$ cat config.mk
export PLATFORM = sky130hd
export DESIGN_NAME = ipv4_longest_prefix_router_flat
export DESIGN_NICKNAME = d
export VERILOG_FILES = /design/src/iplpr_pkg.sv /design/src/iplpr_if.sv /design/src/ipv4_longest_prefix_router.sv /design/src/iplpr_ctrl.sv /design/src/iplpr_dp.sv /design/src/flat_wrapper.sv
export SDC_FILE = /design/constraint.sdc
export NUM_CORES = 2
export LEC_CHECK = 0
export BUFFER_PORTS_ARGS = -buffer_cell sky130_fd_sc_hd__buf_2
export CORE_MARGIN = 2
export CORE_UTILIZATION = 35
export CTS_BUF_LIST = sky130_fd_sc_hd__clkbuf_2
export CTS_CLUSTER_SIZE = 16
export DETAILED_ROUTE_END_ITERATION = 8
export SYNTH_ARGS = -nofsm -noshare
export SYNTH_HDL_FRONTEND = slang
export SYNTH_SLANG_ARGS = --single-unit
$ cat constraint.sdc
create_clock -name clk -period 7.1 [get_ports clk]
set_clock_uncertainty 0.2 [all_clocks]
set_input_delay 1.42 -clock clk [delete_from_list [all_inputs] [get_ports clk]]
set_output_delay 1.42 -clock clk [all_outputs]
set_load 0.01 [all_outputs]
$ cat src/iplpr_pkg.sv
// Shared types and constants for the IPv4 longest-prefix router.
// No dependencies; imported by the interfaces, controller, datapath and top level.
`timescale 1ns / 1ps

package iplpr_pkg;

  localparam int ADDR_W  = 32;
  localparam int LEN_W   = 6;
  localparam int IFACE_W = 4;
  localparam int TTL_W   = 8;
  localparam int STAT_W  = 2;

  // request modes
  localparam logic MODE_ADD   = 1'b0;
  localparam logic MODE_ROUTE = 1'b1;

  // result status codes
  localparam logic [STAT_W-1:0] ST_ADDED = 2'd0;
  localparam logic [STAT_W-1:0] ST_FULL  = 2'd1;
  localparam logic [STAT_W-1:0] ST_FWD   = 2'd2;
  localparam logic [STAT_W-1:0] ST_DROP  = 2'd3;

  localparam logic [LEN_W-1:0] MAX_LEN = 6'd32;

  // one stored route; mask is precomputed from the prefix length
  typedef struct packed {
    logic [ADDR_W-1:0]  prefix;
    logic [ADDR_W-1:0]  mask;
    logic [LEN_W-1:0]   len;
    logic               has_gw;
    logic [ADDR_W-1:0]  gw;
    logic [IFACE_W-1:0] iface;
  } route_ent_t;

  typedef enum logic [2:0] {
    S_IDLE,
    S_ADD,
    S_SCAN,
    S_DRAIN,
    S_RESULT
  } ctrl_state_t;

  // controller -> datapath
  typedef struct packed {
    logic load_in;
    logic add_write;
    logic scan_read;
    logic out_load;
  } dp_cmd_t;

  // datapath -> controller
  typedef struct packed {
    logic in_mode;
    logic tbl_empty;
    logic scan_last;
    logic out_busy;
  } dp_stat_t;

endpackage

$ cat src/iplpr_if.sv
// Request and result channel interfaces for the IPv4 longest-prefix router.
// Depends on iplpr_pkg for field widths.
`timescale 1ns / 1ps

interface iplpr_in_if import iplpr_pkg::*; ();
  logic                valid;
  logic                ready;
  logic                mode;
  logic [ADDR_W-1:0]   rt_prefix;
  logic [LEN_W-1:0]    prefix_len;
  logic                has_next_hop;
  logic [ADDR_W-1:0]   gateway_addr;
  logic [IFACE_W-1:0]  route_iface;
  logic [ADDR_W-1:0]   dest_addr;
  logic [TTL_W-1:0]    ttl_in;

  modport source (
    output valid, mode, rt_prefix, prefix_len, has_next_hop,
           gateway_addr, route_iface, dest_addr, ttl_in,
    input  ready
  );
  modport sink (
    input  valid, mode, rt_prefix, prefix_len, has_next_hop,
           gateway_addr, route_iface, dest_addr, ttl_in,
    output ready
  );
endinterface

interface iplpr_out_if import iplpr_pkg::*; ();
  logic                valid;
  logic                ready;
  logic [STAT_W-1:0]   status;
  logic [IFACE_W-1:0]  out_iface;
  logic [ADDR_W-1:0]   hop_addr;
  logic [TTL_W-1:0]    ttl_out;

  modport source (
    output valid, status, out_iface, hop_addr, ttl_out,
    input  ready
  );
  modport sink (
    input  valid, status, out_iface, hop_addr, ttl_out,
    output ready
  );
endinterface

$ cat src/ipv4_longest_prefix_router.sv
// Top level of the IPv4 longest-prefix router: controller plus datapath.
// Depends on iplpr_pkg, iplpr_if, iplpr_ctrl and iplpr_dp.
//
//   channel   dir   handshake      payload
//   in_ch     in    valid/ready    mode, rt_prefix, prefix_len, has_next_hop,
//                                  gateway_addr, route_iface, dest_addr, ttl_in
//   out_ch    out   valid/ready    status, out_iface, hop_addr, ttl_out
//
// An add writes its entry to the table (unless full) and then loads the result;
// a route request scans the stored routes, reading one table entry per cycle,
// waits for the last compare and then loads the result (it goes straight to
// the result step when the table is empty). After the result is loaded the
// controller returns to idle and accepts the next request.
// Reset (synchronous, rst_n low) empties the table; no clearing pass.
// A new request is accepted while an earlier result still waits on out_ch;
// it stalls only at the result step until the result register is free.
`timescale 1ns / 1ps

module ipv4_longest_prefix_router import iplpr_pkg::*; #(
  parameter int TABLE_DEPTH = 32,
  parameter int NUM_IFACES  = 16
) (
  input  logic        clk,
  input  logic        rst_n,
  iplpr_in_if.sink    in_ch,
  iplpr_out_if.source out_ch
);

  dp_cmd_t  cmd;
  dp_stat_t stat;
  logic     in_ready;

  assign in_ch.ready = in_ready;

  iplpr_ctrl u_ctrl (
    .clk      (clk),
    .rst_n    (rst_n),
    .in_valid (in_ch.valid),
    .in_ready (in_ready),
    .stat     (stat),
    .cmd      (cmd)
  );

  iplpr_dp #(
    .TABLE_DEPTH (TABLE_DEPTH),
    .NUM_IFACES  (NUM_IFACES)
  ) u_dp (
    .clk             (clk),
    .rst_n           (rst_n),
    .cmd             (cmd),
    .stat            (stat),
    .in_mode         (in_ch.mode),
    .in_rt_prefix    (in_ch.rt_prefix),
    .in_prefix_len   (in_ch.prefix_len),
    .in_has_next_hop (in_ch.has_next_hop),
    .in_gateway_addr (in_ch.gateway_addr),
    .in_route_iface  (in_ch.route_iface),
    .in_dest_addr    (in_ch.dest_addr),
    .in_ttl_in       (in_ch.ttl_in),
    .out_valid       (out_ch.valid),
    .out_ready       (out_ch.ready),
    .out_status      (out_ch.status),
    .out_iface       (out_ch.out_iface),
    .out_hop_addr    (out_ch.hop_addr),
    .out_ttl_out     (out_ch.ttl_out)
  );

endmodule

$ cat src/iplpr_ctrl.sv
// Controller state machine for the IPv4 longest-prefix router.
// Depends on iplpr_pkg; drives dp_cmd_t into iplpr_dp and reads dp_stat_t.
`timescale 1ns / 1ps

module iplpr_ctrl import iplpr_pkg::*; (
  input  logic     clk,
  input  logic     rst_n,
  input  logic     in_valid,
  output logic     in_ready,
  input  dp_stat_t stat,
  output dp_cmd_t  cmd
);

  ctrl_state_t state_r, state_nxt;

  // state register
  always_ff @(posedge clk) begin
    if (!rst_n) begin
      state_r <= S_IDLE;
    end else begin
      state_r <= state_nxt;
    end
  end

  // next state
  always_comb begin
    state_nxt = state_r;
    unique case (state_r)
      S_IDLE: begin
        if (in_valid) begin
          if (stat.in_mode == MODE_ADD) begin
            state_nxt = S_ADD;
          end else if (stat.tbl_empty) begin
            state_nxt = S_RESULT;
          end else begin
            state_nxt = S_SCAN;
          end
        end
      end
      S_ADD: begin
        state_nxt = S_RESULT;
      end
      S_SCAN: begin
        if (stat.scan_last) begin
          state_nxt = S_DRAIN;
        end
      end
      S_DRAIN: begin
        state_nxt = S_RESULT;
      end
      S_RESULT: begin
        if (!stat.out_busy) begin
          state_nxt = S_IDLE;
        end
      end
      default: begin
        state_nxt = S_IDLE;
      end
    endcase
  end

  // outputs
  always_comb begin
    in_ready      = 1'b0;
    cmd           = '0;
    unique case (state_r)
      S_IDLE: begin
        in_ready    = 1'b1;
        cmd.load_in = in_valid;
      end
      S_ADD: begin
        cmd.add_write = 1'b1;
      end
      S_SCAN: begin
        cmd.scan_read = 1'b1;
      end
      S_DRAIN: begin
      end
      S_RESULT: begin
        cmd.out_load = !stat.out_busy;
      end
      default: begin
      end
    endcase
  end

endmodule

$ cat src/iplpr_dp.sv
// Datapath for the IPv4 longest-prefix router: route memory, scan compare,
// best-match registers and the result register. Depends on iplpr_pkg.
`timescale 1ns / 1ps

module iplpr_dp import iplpr_pkg::*; #(
  parameter int TABLE_DEPTH = 32,
  parameter int NUM_IFACES  = 16
) (
  input  logic               clk,
  input  logic               rst_n,
  input  dp_cmd_t            cmd,
  output dp_stat_t           stat,
  input  logic               in_mode,
  input  logic [ADDR_W-1:0]  in_rt_prefix,
  input  logic [LEN_W-1:0]   in_prefix_len,
  input  logic               in_has_next_hop,
  input  logic [ADDR_W-1:0]  in_gateway_addr,
  input  logic [IFACE_W-1:0] in_route_iface,
  input  logic [ADDR_W-1:0]  in_dest_addr,
  input  logic [TTL_W-1:0]   in_ttl_in,
  output logic               out_valid,
  input  logic               out_ready,
  output logic [STAT_W-1:0]  out_status,
  output logic [IFACE_W-1:0] out_iface,
  output logic [ADDR_W-1:0]  out_hop_addr,
  output logic [TTL_W-1:0]   out_ttl_out
);

  localparam int IDX_W = (TABLE_DEPTH > 1) ? $clog2(TABLE_DEPTH) : 1;
  localparam int CNT_W = $clog2(TABLE_DEPTH + 1);

  route_ent_t mem [TABLE_DEPTH];

  // request registers
  logic               mode_r;
  logic [ADDR_W-1:0]  prefix_r;
  logic [LEN_W-1:0]   len_r;
  logic               has_gw_r;
  logic [ADDR_W-1:0]  gw_r;
  logic [IFACE_W-1:0] iface_r;
  logic [ADDR_W-1:0]  dest_r;
  logic [TTL_W-1:0]   ttl_r;

  // table and scan state
  logic [CNT_W-1:0]   count_r;
  logic [IDX_W-1:0]   scan_idx_r;
  route_ent_t         rd_r;
  logic               rd_valid_r;
  logic               add_full_r;

  // best match so far
  logic               found_r;
  logic [LEN_W-1:0]   best_len_r;
  logic               best_has_gw_r;
  logic [ADDR_W-1:0]  best_gw_r;
  logic [IFACE_W-1:0] best_iface_r;

  // result register
  logic               out_valid_r;
  logic [STAT_W-1:0]  status_r;
  logic [IFACE_W-1:0] oif_r;
  logic [ADDR_W-1:0]  hop_r;
  logic [TTL_W-1:0]   tout_r;

  logic               full;
  logic [LEN_W-1:0]   len_sat;
  route_ent_t         new_ent;
  logic               hit;
  logic               take;
  logic               fwd;
  logic [STAT_W-1:0]  res_status;
  logic [IFACE_W-1:0] res_oif;
  logic [ADDR_W-1:0]  res_hop;
  logic [TTL_W-1:0]   res_tout;

  assign full = (count_r == CNT_W'(TABLE_DEPTH));

  // build the entry: clamp length, precompute the compare mask
  always_comb begin
    len_sat        = (len_r > MAX_LEN) ? MAX_LEN : len_r;
    new_ent.prefix = prefix_r;
    new_ent.len    = len_sat;
    new_ent.mask   = (len_sat == '0) ? '0 : ({ADDR_W{1'b1}} << (MAX_LEN - len_sat));
    new_ent.has_gw = has_gw_r;
    new_ent.gw     = has_gw_r ? gw_r : '0;
    new_ent.iface  = iface_r;
  end

  // latch request fields
  always_ff @(posedge clk) begin
    if (cmd.load_in) begin
      mode_r   <= in_mode;
      prefix_r <= in_rt_prefix;
      len_r    <= in_prefix_len;
      has_gw_r <= in_has_next_hop;
      gw_r     <= in_gateway_addr;
      iface_r  <= in_route_iface;
      dest_r   <= in_dest_addr;
      ttl_r    <= in_ttl_in;
    end
  end

  // route memory: append on add, one registered read per scan cycle
  always_ff @(posedge clk) begin
    if (cmd.add_write && !full) begin
      mem[count_r[IDX_W-1:0]] <= new_ent;
    end
    if (cmd.scan_read) begin
      rd_r <= mem[scan_idx_r];
    end
  end

  // route count, scan index, read-valid flag
  always_ff @(posedge clk) begin
    if (!rst_n) begin
      count_r    <= '0;
      scan_idx_r <= '0;
      rd_valid_r <= 1'b0;
      add_full_r <= 1'b0;
    end else begin
      rd_valid_r <= cmd.scan_read;
      if (cmd.add_write) begin
        add_full_r <= full;
        if (!full) begin
          count_r <= count_r + CNT_W'(1);
        end
      end
      if (cmd.load_in) begin
        scan_idx_r <= '0;
      end else if (cmd.scan_read) begin
        scan_idx_r <= scan_idx_r + IDX_W'(1);
      end
    end
  end

  // compare the entry read last cycle; later equal length wins
  assign hit  = ((rd_r.prefix ^ dest_r) & rd_r.mask) == '0;
  assign take = rd_valid_r && hit && (!found_r || (best_len_r <= rd_r.len));

  always_ff @(posedge clk) begin
    if (!rst_n) begin
      found_r <= 1'b0;
    end else if (cmd.load_in) begin
      found_r <= 1'b0;
    end else if (take) begin
      found_r <= 1'b1;
    end
  end

  always_ff @(posedge clk) begin
    if (take) begin
      best_len_r    <= rd_r.len;
      best_has_gw_r <= rd_r.has_gw;
      best_gw_r     <= rd_r.gw;
      best_iface_r  <= rd_r.iface;
    end
  end

  // form the result
  always_comb begin
    fwd        = found_r && (ttl_r > TTL_W'(1)) && (32'(best_iface_r) < 32'(NUM_IFACES));
    res_status = ST_DROP;
    res_oif    = '0;
    res_hop    = '0;
    res_tout   = '0;
    if (mode_r == MODE_ADD) begin
      res_status = add_full_r ? ST_FULL : ST_ADDED;
    end else if (fwd) begin
      res_status = ST_FWD;
      res_oif    = best_iface_r;
      res_hop    = best_has_gw_r ? best_gw_r : dest_r;
      res_tout   = ttl_r - TTL_W'(1);
    end
  end

  // result register: hold until taken
  always_ff @(posedge clk) begin
    if (!rst_n) begin
      out_valid_r <= 1'b0;
    end else if (cmd.out_load) begin
      out_valid_r <= 1'b1;
    end else if (out_ready) begin
      out_valid_r <= 1'b0;
    end
  end

  always_ff @(posedge clk) begin
    if (cmd.out_load) begin
      status_r <= res_status;
      oif_r    <= res_oif;
      hop_r    <= res_hop;
      tout_r   <= res_tout;
    end
  end

  assign out_valid    = out_valid_r;
  assign out_status   = status_r;
  assign out_iface    = oif_r;
  assign out_hop_addr = hop_r;
  assign out_ttl_out  = tout_r;

  // status to the controller
  always_comb begin
    stat.in_mode   = in_mode;
    stat.tbl_empty = (count_r == '0);
    stat.scan_last = ((CNT_W'(scan_idx_r) + CNT_W'(1)) == count_r);
    stat.out_busy  = out_valid_r && !out_ready;
  end

endmodule
$ cat src/flat_wrapper.sv
// flat-port wrapper written by rule: the top's interface ports become plain ports
module ipv4_longest_prefix_router_flat import iplpr_pkg::*;
#(
  parameter int TABLE_DEPTH = 32,
  parameter int NUM_IFACES  = 16
)
  (clk, rst_n, in_ch_valid, in_ch_mode, in_ch_rt_prefix, in_ch_prefix_len, in_ch_has_next_hop, in_ch_gateway_addr, in_ch_route_iface, in_ch_dest_addr, in_ch_ttl_in, in_ch_ready, out_ch_valid, out_ch_status, out_ch_out_iface, out_ch_hop_addr, out_ch_ttl_out, out_ch_ready);
  iplpr_in_if in_ch_i ();
  iplpr_out_if out_ch_i ();
  input  logic clk;
  input  logic rst_n;
  input wire logic [$bits(in_ch_i.valid)-1:0] in_ch_valid;
  input wire logic [$bits(in_ch_i.mode)-1:0] in_ch_mode;
  input wire logic [$bits(in_ch_i.rt_prefix)-1:0] in_ch_rt_prefix;
  input wire logic [$bits(in_ch_i.prefix_len)-1:0] in_ch_prefix_len;
  input wire logic [$bits(in_ch_i.has_next_hop)-1:0] in_ch_has_next_hop;
  input wire logic [$bits(in_ch_i.gateway_addr)-1:0] in_ch_gateway_addr;
  input wire logic [$bits(in_ch_i.route_iface)-1:0] in_ch_route_iface;
  input wire logic [$bits(in_ch_i.dest_addr)-1:0] in_ch_dest_addr;
  input wire logic [$bits(in_ch_i.ttl_in)-1:0] in_ch_ttl_in;
  output wire logic [$bits(in_ch_i.ready)-1:0] in_ch_ready;
  output wire logic [$bits(out_ch_i.valid)-1:0] out_ch_valid;
  output wire logic [$bits(out_ch_i.status)-1:0] out_ch_status;
  output wire logic [$bits(out_ch_i.out_iface)-1:0] out_ch_out_iface;
  output wire logic [$bits(out_ch_i.hop_addr)-1:0] out_ch_hop_addr;
  output wire logic [$bits(out_ch_i.ttl_out)-1:0] out_ch_ttl_out;
  input wire logic [$bits(out_ch_i.ready)-1:0] out_ch_ready;
  assign in_ch_i.valid = in_ch_valid;
  assign in_ch_i.mode = in_ch_mode;
  assign in_ch_i.rt_prefix = in_ch_rt_prefix;
  assign in_ch_i.prefix_len = in_ch_prefix_len;
  assign in_ch_i.has_next_hop = in_ch_has_next_hop;
  assign in_ch_i.gateway_addr = in_ch_gateway_addr;
  assign in_ch_i.route_iface = in_ch_route_iface;
  assign in_ch_i.dest_addr = in_ch_dest_addr;
  assign in_ch_i.ttl_in = in_ch_ttl_in;
  assign in_ch_ready = in_ch_i.ready;
  assign out_ch_valid = out_ch_i.valid;
  assign out_ch_status = out_ch_i.status;
  assign out_ch_out_iface = out_ch_i.out_iface;
  assign out_ch_hop_addr = out_ch_i.hop_addr;
  assign out_ch_ttl_out = out_ch_i.ttl_out;
  assign out_ch_i.ready = out_ch_ready;
  ipv4_longest_prefix_router #(.TABLE_DEPTH(TABLE_DEPTH), .NUM_IFACES(NUM_IFACES)) u_core (.clk(clk), .rst_n(rst_n), .in_ch(in_ch_i), .out_ch(out_ch_i));
endmodule
Word-level counts from Yosys, hierarchy flattened. Memories as Yosys holds them, arrays and structs flattened. A register that Yosys moved wholly into a read port is not among the register bits. Cells that the tools add are included.

Bits in registers: 223. Memory bits (writable): 3424. Memories kept: 1.

Memory list: u_core.u_dp.mem (words 32, width 107, rd ports 1, clocked after memory_dff 1, write ports 1, line iplpr_dp.sv:32) `route_ent_t mem [TABLE_DEPTH];`.

Add/sub/neg operators: 5. Order comparisons: 3. Equality and inequality tests: 9. Shift operators: 1. Multiplexer cells: 22. Bitwise gates (word level): 4. Reduce and logical (&&, ||, !) cells: 20.

Operators with widths (number): 2-to-1 mux 32 bit (3); AND 32 bit (1); zero test 32 bit (1); left shift 32 x 6 -> 32 bit, first input constant (1); bitwise XOR 32 bit (1); 2-to-1 mux 3 bit (5); zero test 6 bit (2); one-hot mux 3 bit (4 select lines) (1); 2-to-1 mux 1 bit (11); greater-than comparator 8 x 1 -> 1 bit, second input constant (1); subtractor 8 x 1 -> 8 bit, second input constant (1); adder 5 x 1 -> 6 bit, second input constant (1); adder 6 x 1 -> 6 bit, second input constant (1); equality test 3 x 2 -> 1 bit, second input constant (2); equality test 6 bit (1); equality test 6 bit, second input constant (1); greater-than comparator 6 bit, second input constant (1); <= comparator 6 bit (1); 2-to-1 mux 6 bit (1); subtractor 6 bit, first input constant (1); adder 5 x 1 -> 5 bit, second input constant (1); logical AND 1 bit (5); zero test 1 bit (4); inequality test 2 bit, second input constant (2); 11 further kinds (14).

Depth between registers and ports, before layout.
Depth in word-level cells: 5. Mapped depth: 10.

By module. Synthesis repeated with hierarchy kept, for this count alone.

Cell total of the unflattened synthesis: 5753. Area, all modules: 142012.5 µm².

By module, submodules not included: iplpr_dp (times used 1, cells an instance 5726, area each 141811.0 µm², seq. area each 112487.9 µm²); iplpr_ctrl (times used 1, cells an instance 27, area each 201.4 µm², seq. area each 60.1 µm²).

Least setup slack after synthesis. OpenSTA, ideal clock, no wires.

Path kind: reg-to-reg. Start: register u_core.u_ctrl.state_r[2]. End: memory u_core.u_dp.mem[15][0] in the netlist's numbering (enable). Library setup time: 0.576 ns. Arrival: 6.010 ns. Setup slack: 0.314 ns. Stages on the path, launching flop included: 5. Path buffers: 0. Period minus slack after synthesis: 6.786 ns. Cells stage by stage: dfxtp_1 > or3b_2 > a31oi_2 > nand2_1 > nor2_1.

Cells in the longest elaborated chain, start to end: 5.

Ends and longest elaborated chain: start: declaration (line iplpr_ctrl.sv:14) `ctrl_state_t state_r, state_nxt;`; start signal: assignment (line iplpr_ctrl.sv:21) `state_r <= state_nxt;`; equality test 3 x 1 -> 1 bit (line iplpr_ctrl.sv:66) `unique case (state_r)`; 2-to-1 mux 1 bit (line iplpr_ctrl.sv:66); logical AND 1 bit (line iplpr_dp.sv:105) `if (cmd.add_write && !full) begin`; 2-to-1 mux 1 bit (line iplpr_dp.sv:105); 2-to-1 mux 1 bit (implied by the code) (line iplpr_dp.sv:106) `mem[count_r[IDX_W-1:0]] <= new_ent;`; end: declaration (line iplpr_dp.sv:32).

Every way passes these cells.

==> metrics.md <==
| Metric | Value |
|---|---|
| Setup TNS | `0 ns` |
| Warnings from Yosys | `0` |
| Share of the synthesized area in the top cell type | `0.7900` |
| Total global-route track usage | `0.1800` |
| Post-synth cell types | `between 40 and 50` |
| CP required | `roughly 8.7 ns` |
| Fin. max-slew vios | `0` |
| RePlAce Congestion | `0.7817` |
| Worst VDD drop | `~0.00017 V` |
| Hold path startpoint | `u_core.u_dp.rd_r[4]` |
| Post-synth ARST share | `0` |
| # port buffers | `between 150 and 200` |
| Worst setup SP type | `flop` |
| Clk buf depth | `4` |
| Commonest cells after routing, fill and taps aside | `edfxtp_1, clkbuf_2, mux4_2, dlygate4sd3_1, clkinv_1` |
| Final #Nets | `between 7k and 8k` |
| Post-synth top area cell | `edfxtp_1` |
| P per Cell Area | `roughly 250 nW/µm²` |
| Clock Latency Late Sink | `between 2 and 2.5 ns` |
| Non-filler cells, final | `~13k` |
| FF-to-FF setup slack | `roughly 1.7 ns` |
| Post-CTS Hold Buffers | `283` |
| Final hold violation count | `0` |
| Seq/Total Area, Yosys | `0.7925` |
| Reg2reg start | `u_core.u_dp.len_r[5]` |
| # DRC | `0` |
| Worst Path Arrival | `just over 7 ns` |
| Worst Setup Path Type | `flop to flop` |
| Synthesized netlist net count | `approximately 6k` |
| Initial antenna violation count | `14` |
| Gr ovfl total | `0` |
| Largest net degree at the start of global routing | `between 100 and 150` |
| Number of global-route vias before repair | `71.15k` |
| # setup viols final | `0` |
| Max_cap viols | `0` |
| Leakage Power | `roughly 50 nW` |
| Number of synthesized flops with an enable pin | `between 3k and 4k` |
| Synth Area per Inst | `around 25 µm²` |
| Commonest non-fill, non-tap cell in the layout | `edfxtp_1` |
| Post-Place Cells | `between 10k and 15k` |
| Die Span Y | `between 600 and 700 µm` |
| Crit path max fanout | `35` |
| Reg-to-reg critical path endpoint | `u_core.u_dp.mem[15][46]` |
| Hold Path Sink | `u_core.u_dp.best_gw_r[0]` |
| Hold Path Class | `flop to flop` |
| Initial DRC count | `a little under 8k` |
| Fraction of layout cells with a size suffix above 1 | `0.3758` |
| Main area contributors after synthesis | `edfxtp_1, mux4_2, mux2_2, mux2i_1, clkbuf_1` |
| ANT nets after route | `0` |
| Status | `completed` |
| CTS Sinks | `around 3.8k` |
| Die width | `about 640 µm` |
| Post-CTS setup buffer count | `0` |
| Achievable Freq | `about 190 MHz` |
| Final Critical Period | `5.401 ns` |
| Detailed-route via count | `68.56k` |
| Total Die Area | `about 410000 µm²` |
| Yosys reg bits | `between 3k and 4k` |
| Routed vias/inst | `between 5 and 6` |
| Synth Cell Area | `about 140000 µm²` |
| Worst setup EP type | `flop` |
| WHS Path Cells | `0` |
| H-tree depth | `6` |
| Row cnt | `about 230` |
| Period utilisation layout | `0.7608` |
| Synthesis-to-layout area growth | `13.63%` |
| Clock Root Buffer | `clkbuf_2` |
| Dpl hpwl | `roughly 180000 µm` |
| FF-to-FF path depth | `12` |
| Worst Tran Pin Value | `~1.4 ns` |
| Iteration count of the initial detailed-routing pass | `6` |
| Dominant synthesized flop cell | `edfxtp_1` |
| CTS tree | `yes` |
| WL per Instance | `between 20 and 30 µm` |
| Post-Synthesis Cells | `roughly 5.8k` |
| Initial Util | `0.3520` |
| Core Area | `403500 µm²` |
| Slew Limit Headroom | `0.06703` |
| Total Routed Length | `roughly 380000 µm` |
| First-pass GRT wire length | `between 500000 and 600000 µm` |
| RSZ-0062 raised after global routing | `no` |
| IO Pins | `about 170` |
| Worst-path clk slew | `~0.11 ns` |
| Num CTS Buffers | `~900` |
| Resize count post-CTS | `0` |
report_power, final:
part | switching [mW] | leakage (nW) | total (mW) | internal (mW)
sequential | 0.276 | 34.1 | 25.2 | 24.9
combinational | 0.950 | 9.73 | 1.39 | 0.445
clock | 8.66 | 6.07 | 14.0 | 5.32
total | 9.88 | 49.9 | 40.6 | 30.7
cell type report:
class | instances | area [µm²]
fillers | 35890 | 242100
flip-flops and latches | 3754 | 112600
multi-input cells | 1685 | 28430
well taps | 5405 | 6763
clock buffers | 1261 | 6311
repair buffers | 585 | 5328
clock inverters | 312 | 1805
inverters | 33 | 138.9
diodes | 11 | 27.53
critical path, stage by stage, from the launching register on:
cell      delay, ns
edfxtp_1       0.59
nor2b_2        0.17
buf_4          0.33
inv_1          0.13
ha_1           0.27
or3b_2         0.24
a21boi_2       0.06
buf_4          0.29
inv_1          0.68
nand2_1        0.27
inv_1          0.74
nand2_1        0.36
inv_1          0.67
worst max path at each step:
stage | startpoint | to | slack, ns | cells past startpoint
floorplan | u_core.u_ctrl.state_r[2] | u_core.u_dp.mem[15][0] | 0.31 | 4
global placement | u_core.u_dp.len_r[5] | u_core.u_dp.mem[6][46] | 2.23 | 12
detailed placement | u_core.u_dp.len_r[5] | u_core.u_dp.mem[4][46] | 1.98 | 12
CTS | u_core.u_dp.len_r[5] | u_core.u_dp.mem[15][46] | 1.88 | 12
global route | u_core.u_dp.len_r[5] | u_core.u_dp.mem[1][46] | 1.28 | 12
finish | u_core.u_dp.len_r[5] | u_core.u_dp.mem[15][46] | 1.70 | 12
per-layer routing:
layer,vias to the layer above,routed length [µm],global-route usage
met5,-,57,0
met4,10,9190,0.05404
met3,517,28590,0.03214
met2,3177,186100,0.2986
met1,37110,151800,0.2426
li1,27740,-,-
synth_stat cells, types with 30 or more instances:
master,number
mux2i_1,57
buf_2,93
xor2_1,39
mux4_2,1046
nand2_1,74
mux2_2,107
inv_1,33
and2_1,38
clkbuf_1,150
nor2_1,104
o21ai_1,30
edfxtp_1,3736
kinds of logic after synthesis:
| group | count (synthesis) | share of synthesized area |
|---|---|---|
| flops | 3754 | 0.7925 |
| mux | 1210 | 0.1784 |
| buf+inv | 314 | 0.009859 |
| simple gates | 290 | 0.009533 |
| compound gates | 116 | 0.004995 |
| xor+xnor | 51 | 0.003145 |
| fa+ha+maj | 18 | 0.001586 |
stage by stage:
step	instance area, µm²	total power, mW	worst slack (ns)	hold WS, ns	utilization
2_1_floorplan	142000	26.27	0.3140	0.2003	-
3_3_place_gp	150400	26.91	2.227	0.2037	0.3727
3_5_place_dp	150400	26.99	1.980	0.2045	0.3727
4_1_cts	161300	41.06	1.880	0.00008060	0.3998
5_1_grt	161400	42.24	1.282	0.1945	0.3999
6_report	161400	40.58	1.699	0.1694	0.4000
registers in the layout, summed over array words and instances, names as in the netlist, 2 cells and up:
name	count
u_core.u_dp.gw_r	32
u_core.u_dp.iface_r	4
u_core.u_dp.ttl_r	8
u_core.u_dp.best_iface_r	4
u_core.u_dp.scan_idx_r	5
u_core.u_dp.mem	3424
u_core.u_dp.rd_r	107
u_core.u_dp.out_status	2
u_core.u_dp.prefix_r	32
u_core.u_dp.best_len_r	6
u_core.u_ctrl.state_r	3
u_core.u_dp.dest_r	32
u_core.u_dp.out_iface	4
u_core.u_dp.len_r	6
u_core.u_dp.out_hop_addr	32
u_core.u_dp.best_gw_r	32
u_core.u_dp.out_ttl_out	8
u_core.u_dp.count_r	6
(Power assumes the default switching activity.)
